===== src/design/spq_pkg.sv =====
`timescale 1ns / 1ps
package spq_pkg;

   localparam int unsigned Depth        = 16;
   localparam int unsigned PayloadBits  = 16;
   localparam int unsigned PriorityBits = 16;
   localparam int unsigned CountBits    = $clog2(Depth + 1);

   typedef enum logic [0:0] {
      CMD_ENQUEUE = 1'b0,
      CMD_DEQUEUE = 1'b1
   } command_type;

   typedef enum logic [1:0] {
      STATUS_DONE  = 2'd0,
      STATUS_EMPTY = 2'd1,
      STATUS_FULL  = 2'd2
   } status_type;

   typedef struct packed {
      command_type             command;
      logic [PayloadBits-1:0]  payload_in;
      logic [PriorityBits-1:0] priority_in;
   } req_type;

   typedef struct packed {
      logic [PayloadBits-1:0] payload_out;
      status_type             status;
      logic [CountBits-1:0]   occupancy;
   } rsp_type;

   typedef struct packed {
      logic [PayloadBits-1:0]  payload;
      logic [PriorityBits-1:0] prio;
   } entry_type;

   // broadcast to every cell in the row
   typedef struct packed {
      logic      enq;
      logic      deq;
      entry_type new_entry;
   } cell_ctrl_type;

endpackage


===== src/design/sorted_priority_queue_core.sv =====
`timescale 1ns / 1ps
// A result is registered and appears in the cycle after acceptance. The
// core takes one request per cycle unless a held result stalls on rsp_ready;
// every cell of the row updates in the same cycle from its own compare and
// its two neighbors. Reset clears the entry count and the result valid flag;
// cell contents are left as they are and only occupied cells are ever read.
module sorted_priority_queue_core (
   input  logic             clock,
   input  logic             reset,
   input  logic             req_valid,
   output logic             req_ready,
   input  spq_pkg::req_type req_data,
   output logic             rsp_valid,
   input  logic             rsp_ready,
   output spq_pkg::rsp_type rsp_data
);

   logic [spq_pkg::CountBits-1:0] count_ff, count_in;
   logic                          rsp_valid_ff, rsp_valid_in;
   spq_pkg::rsp_type              rsp_ff, rsp_in;

   spq_pkg::cell_ctrl_type        ctrl;
   spq_pkg::entry_type            entries [spq_pkg::Depth];
   logic                          after [spq_pkg::Depth];

   logic                          accept;
   logic                          full;
   logic                          empty;

   assign req_ready = !rsp_valid_ff || rsp_ready;
   assign accept    = req_valid && req_ready;
   assign full      = (count_ff == spq_pkg::CountBits'(spq_pkg::Depth));
   assign empty     = (count_ff == '0);

   assign ctrl.enq = accept && (req_data.command == spq_pkg::CMD_ENQUEUE) && !full;
   assign ctrl.deq = accept && (req_data.command == spq_pkg::CMD_DEQUEUE) && !empty;
   assign ctrl.new_entry.payload = req_data.payload_in;
   assign ctrl.new_entry.prio    = req_data.priority_in;

   for (genvar i = 0; i < spq_pkg::Depth; i++) begin : g_cell
      spq_pkg::entry_type left_entry;
      spq_pkg::entry_type right_entry;
      logic               left_after;
      logic               occupied;

      assign occupied = (spq_pkg::CountBits'(i) < count_ff);

      if (i == 0) begin : g_head
         assign left_entry = ctrl.new_entry;
         assign left_after = 1'b1;
      end else begin : g_body
         assign left_entry = entries[i-1];
         assign left_after = after[i-1];
      end

      // the tail cell shifts in its own content; the count drops past it
      if (i == spq_pkg::Depth - 1) begin : g_tail
         assign right_entry = entries[i];
      end else begin : g_inner
         assign right_entry = entries[i+1];
      end

      spq_cell u_cell (
         .clock       (clock),
         .ctrl        (ctrl),
         .occupied    (occupied),
         .left_entry  (left_entry),
         .left_after  (left_after),
         .right_entry (right_entry),
         .entry_out   (entries[i]),
         .after_out   (after[i])
      );
   end

   always_comb begin
      count_in     = count_ff;
      rsp_valid_in = rsp_valid_ff;
      rsp_in       = rsp_ff;
      if (rsp_ready) begin
         rsp_valid_in = 1'b0;
      end
      if (ctrl.enq) begin
         count_in = count_ff + 1'b1;
      end else if (ctrl.deq) begin
         count_in = count_ff - 1'b1;
      end
      if (accept) begin
         rsp_valid_in       = 1'b1;
         rsp_in.payload_out = '0;
         rsp_in.status      = spq_pkg::STATUS_DONE;
         rsp_in.occupancy   = count_in;
         unique case (req_data.command)
            spq_pkg::CMD_ENQUEUE: begin
               if (full) begin
                  rsp_in.status = spq_pkg::STATUS_FULL;
               end
            end
            spq_pkg::CMD_DEQUEUE: begin
               if (empty) begin
                  rsp_in.status = spq_pkg::STATUS_EMPTY;
               end else begin
                  rsp_in.payload_out = entries[0].payload;
               end
            end
            default: begin
               rsp_in.status = spq_pkg::STATUS_DONE;
            end
         endcase
      end
   end

   always_ff @(posedge clock) begin
      if (reset) begin
         count_ff     <= '0;
         rsp_valid_ff <= 1'b0;
      end else begin
         count_ff     <= count_in;
         rsp_valid_ff <= rsp_valid_in;
      end
      rsp_ff <= rsp_in;
   end

   assign rsp_valid = rsp_valid_ff;
   assign rsp_data  = rsp_ff;

endmodule


===== src/design/spq_cell.sv =====
`timescale 1ns / 1ps
module spq_cell (
   input  logic                  clock,
   input  spq_pkg::cell_ctrl_type ctrl,
   input  logic                  occupied,
   input  spq_pkg::entry_type    left_entry,
   input  logic                  left_after,
   input  spq_pkg::entry_type    right_entry,
   output spq_pkg::entry_type    entry_out,
   output logic                  after_out
);

   spq_pkg::entry_type entry_ff;
   spq_pkg::entry_type entry_in;

   // new entry belongs behind this one: equal priorities stay first-in first-out
   assign after_out = occupied && (entry_ff.prio >= ctrl.new_entry.prio);
   assign entry_out = entry_ff;

   always_comb begin
      entry_in = entry_ff;
      priority if (ctrl.enq) begin
         priority if (after_out) begin
            entry_in = entry_ff;
         end else if (left_after) begin
            entry_in = ctrl.new_entry;
         end else begin
            entry_in = left_entry;
         end
      end else if (ctrl.deq) begin
         entry_in = right_entry;
      end else begin
         entry_in = entry_ff;
      end
   end

   always_ff @(posedge clock) begin
      entry_ff <= entry_in;
   end

endmodule


===== config.mk =====
export PLATFORM = sky130hd
export DESIGN_NAME = sorted_priority_queue_core
export DESIGN_NICKNAME = d
export VERILOG_FILES = /design/src/design/spq_pkg.sv /design/src/design/sorted_priority_queue_core.sv /design/src/design/spq_cell.sv
export SDC_FILE = /design/constraint.sdc
export NUM_CORES = 2
export LEC_CHECK = 0
export BUFFER_PORTS_ARGS = -buffer_cell sky130_fd_sc_hd__buf_2
export CELL_PAD_IN_SITES_DETAIL_PLACEMENT = 1
export CELL_PAD_IN_SITES_GLOBAL_PLACEMENT = 2
export CORE_MARGIN = 2
export CORE_UTILIZATION = 42
export CTS_CLUSTER_SIZE = 14
export DETAILED_ROUTE_END_ITERATION = 10
export PLACE_DENSITY = 0.89
export SYNTH_ARGS = -nofsm -noshare
export SYNTH_HDL_FRONTEND = slang
export SYNTH_SLANG_ARGS = --single-unit

===== constraint.sdc =====
create_clock -name clock -period 7.5 [get_ports clock]
set_input_delay 1.125 -clock clock [delete_from_list [all_inputs] [get_ports clock]]
set_output_delay 1.125 -clock clock [all_outputs]
set_load 0.01 [all_outputs]

==> flow_summary.json <==
{
  "status": "completed",
  "hold_viol": 0,
  "slew-limit-headroom": 0.175,
  "yosys_most_used_dff": "edfxtp_1",
  "fillers": 9127,
  "antenna_found_initial": 3,
  "p_sw_mw": 2.91,
  "io_pins": 62,
  "gp_congestion": 0.880,
  "setup_tns_ps": 0,
  "async_flop_share": 0,
  "drt-initial-drc-count": 2625,
  "post_cts_buffers": 0,
  "syn2layout_area_growth_pct": 9.86,
  "final_util": 0.464,
  "rsz0062_at_grt": "false",
  "worstMarginPinSlew_ps": 1230,
  "dp_hpwl_mm": 77.6,
  "power_leakage_nw": 13.7,
  "grt_usage": 0.267,
  "syn_area_um2": 34600,
  "cts_hold_buf": 0,
  "clkSinkCount": 541,
  "cts_resized": 0,
  "htree_levels": 3,
  "die_y_um": 291,
  "grt_overflow": 0,
  "cts-root-buf": "clkbuf_16",
  "viasPerCell": 6.24,
  "fp.coreArea_um2": 81800,
  "fin_nets": 3723,
  "min_period_over_period": 0.656,
  "io_buffers": 61,
  "cp-start-kind": "input pin",
  "synth_cell_types": 57,
  "die-area_um2": 84700,
  "synth_fp_nets": 3818,
  "grt_max_degree": 176,
  "cp.arrival_ps": 5150,
  "path_clk_slew_ps": 60,
  "synth_compound_area_frac": 0.147,
  "vias": 28363,
  "cts_tree": "yes",
  "power_per_cell_area_nw_per_um2": 241,
  "start_util": 0.423,
  "pwr-share-comb": 0.205,
  "vdd.ir_drop.worst_mv": 0.150,
  "ys_seq_area_frac": 0.468,
  "synth_top_family_by_area": "simple AND/OR/NAND/NOR gates",
  "swShare": 0.318,
  "fin_crit_ps": 4920,
  "drv_cap": 0,
  "worstPathRequired_ps": 7730,
  "cp-end-kind": "flop",
  "clock_path_buffers": 3,
  "syn_area_per_cell_um2": 9.82,
  "ys.warnings.count": 0,
  "synth_fa_ha_area_frac": 0.0937,
  "synth_edf_count": 535,
  "synth_cells": 3522,
  "die_width_um": 291,
  "drt-pass1-iter-count": 5,
  "design_area_um2": 38000,
  "seqPwrFrac": 0.452,
  "cell_internal_pwr_mw": 6.25,
  "insertedDiodeCount": 0,
  "fmax_mhz": 203,
  "critPathKind": "input pin to flop",
  "synth_simple_gate_area_frac": 0.156,
  "grt_pass1_wl_mm": 178,
  "placed_cell_area_um2": 36000,
  "drt-total-wl_mm": 114,
  "grt_pass1_vias": 30031,
  "antenna_left": 0,
  "slew_viol_final": 0,
  "clk_latency_ps": 630,
  "min-delay-path-class": "flop to flop",
  "ys_ff_latch": 541,
  "finClkSkew_ps": 23.6,
  "rows": 105,
  "drive_gt1_frac": 0.0972,
  "synthMuxAreaShare": 0.0946,
  "avgRoutedWirePerCell_um": 25.1,
  "synth_xor_area_frac": 0.000760,
  "cp_max_fo": 32,
  "drcViolationCount": 0,
  "setup_viol": 0,
  "p_clk_frac": 0.343,
  "cts_buffers": 67
}
==> power by group through the flow <==
stage          sequential, mW  combinational, mW  clock [mW]
2_1_floorplan            4.08               1.25           0
3_5_place_dp             4.20               1.85           0
4_1_cts                  4.14               1.87        3.18
5_1_grt                  4.18               2.09        3.29
3_3_place_gp             4.20               1.77           0
6_report                 4.14               1.88        3.14
==> metal layers <==
| layer | track usage | wire, um |
|---|---|---|
| met5 | 0 | 24 |
| met4 | 0.0801 | 3240 |
| met3 | 0.0370 | 5560 |
| met2 | 0.445 | 54500 |
| met1 | 0.361 | 50700 |
==> layout by cell type (no fill, tap or decap), drive strengths merged, types with 3 or more instances in the layout <==
cell type / synthesis / routed
nand4: 30 / 30
and3: 8 / 8
mux2: 64 / 64
a21o: 47 / 47
nand2: 369 / 369
o211a: 4 / 4
and2: 18 / 18
a2111oi: 41 / 41
clkinv: 0 / 22
o21a: 42 / 42
buf: 101 / 142
a22oi: 35 / 35
mux2i: 255 / 255
a211oi: 79 / 79
a311oi: 15 / 15
a31oi: 7 / 7
o21ai: 315 / 315
a21oi: 184 / 184
nand2b: 17 / 17
or3: 6 / 6
clkbuf: 205 / 91
o32ai: 3 / 3
a221oi: 32 / 32
ha: 259 / 259
o211ai: 3 / 3
nor2: 383 / 383
edfxtp: 535 / 535
dfxtp: 6 / 6
nor2b: 13 / 13
nor3: 329 / 329
nand3: 18 / 18
or2: 4 / 4
inv: 39 / 43
nor4: 31 / 31
==> area by class of cell <==
type	instances	area (um^2)	area share
sequential	541	16200	0.426
tap	1070	1340	0.0352
clock buffer	91	1820	0.0479
inverter	39	146	0.00385
multi-input combinational	2636	17300	0.456
timing repair buffer	142	963	0.0254
clock inverter	28	210	0.00553
==> synthesized netlist by cell type (31+ instances only) <==
cell type,count,share of area
buf_2,48,0.0069
ha_1,259,0.094
o21a_1,42,0.0091
a221oi_1,32,0.0081
clkbuf_1,205,0.022
buf_1,51,0.0055
inv_1,39,0.0042
a22oi_1,35,0.0076
nor4_1,31,0.0056
mux2_2,64,0.021
nand2_1,369,0.040
o21ai_0,307,0.044
a21o_1,46,0.010
nor2_1,383,0.042
a211oi_1,79,0.017
mux2i_1,255,0.074
nor3_1,329,0.048
a21oi_1,182,0.026
edfxtp_1,535,0.46
==> cell families after synthesis <==
| logic type | count (synthesis) |
|---|---|
| mux | 319 |
| buf+inv | 345 |
| flops | 541 |
| fa+ha+maj | 259 |
| simple gates | 1232 |
| compound gates | 823 |
| xor+xnor | 3 |
==> path summary, 6_finish.rpt <==
kind | start | end | slack (ps) | cells after the start
min reg2reg | rsp_valid | rsp_valid | 520 | 2
min | rsp_valid | rsp_valid | 520 | 2
max | req_data[1] | g_cell[9].u_cell.entry_out[26] | 2580 | 8
max reg2reg | g_cell[13].u_cell.entry_out[0] | g_cell[13].u_cell.entry_out[5] | 3430 | 10
==> state kept, by name, summed over array words and instances, names as in the netlist <==
register	flops
g_cell.u_cell.entry_out	512
rsp_data	23
count_ff	5
rsp_valid	1
==> through the flow <==
stage / cells / hold WS [ps] / worst slack, ps / total power [mW]
global route: 4547 / 560 / 2350 / 9.56
floorplan: 3522 / 516 / 1440 / 5.33
global placement: 4428 / 512 / 2100 / 5.97
finish: 4547 / 523 / 2580 / 9.16
CTS: 4547 / 527 / 2610 / 9.19
detailed placement: 4428 / 519 / 2020 / 6.05
==> critical path, stage by stage <==
cell	delay, ps
buf_2	340
inv_1	490
ha_1	450
a21o_1	170
a2111oi_0	740
o211ai_1	250
o32a_2	560
o21ai_4	960
No activity file was read; power rests on OpenSTA's default activity.
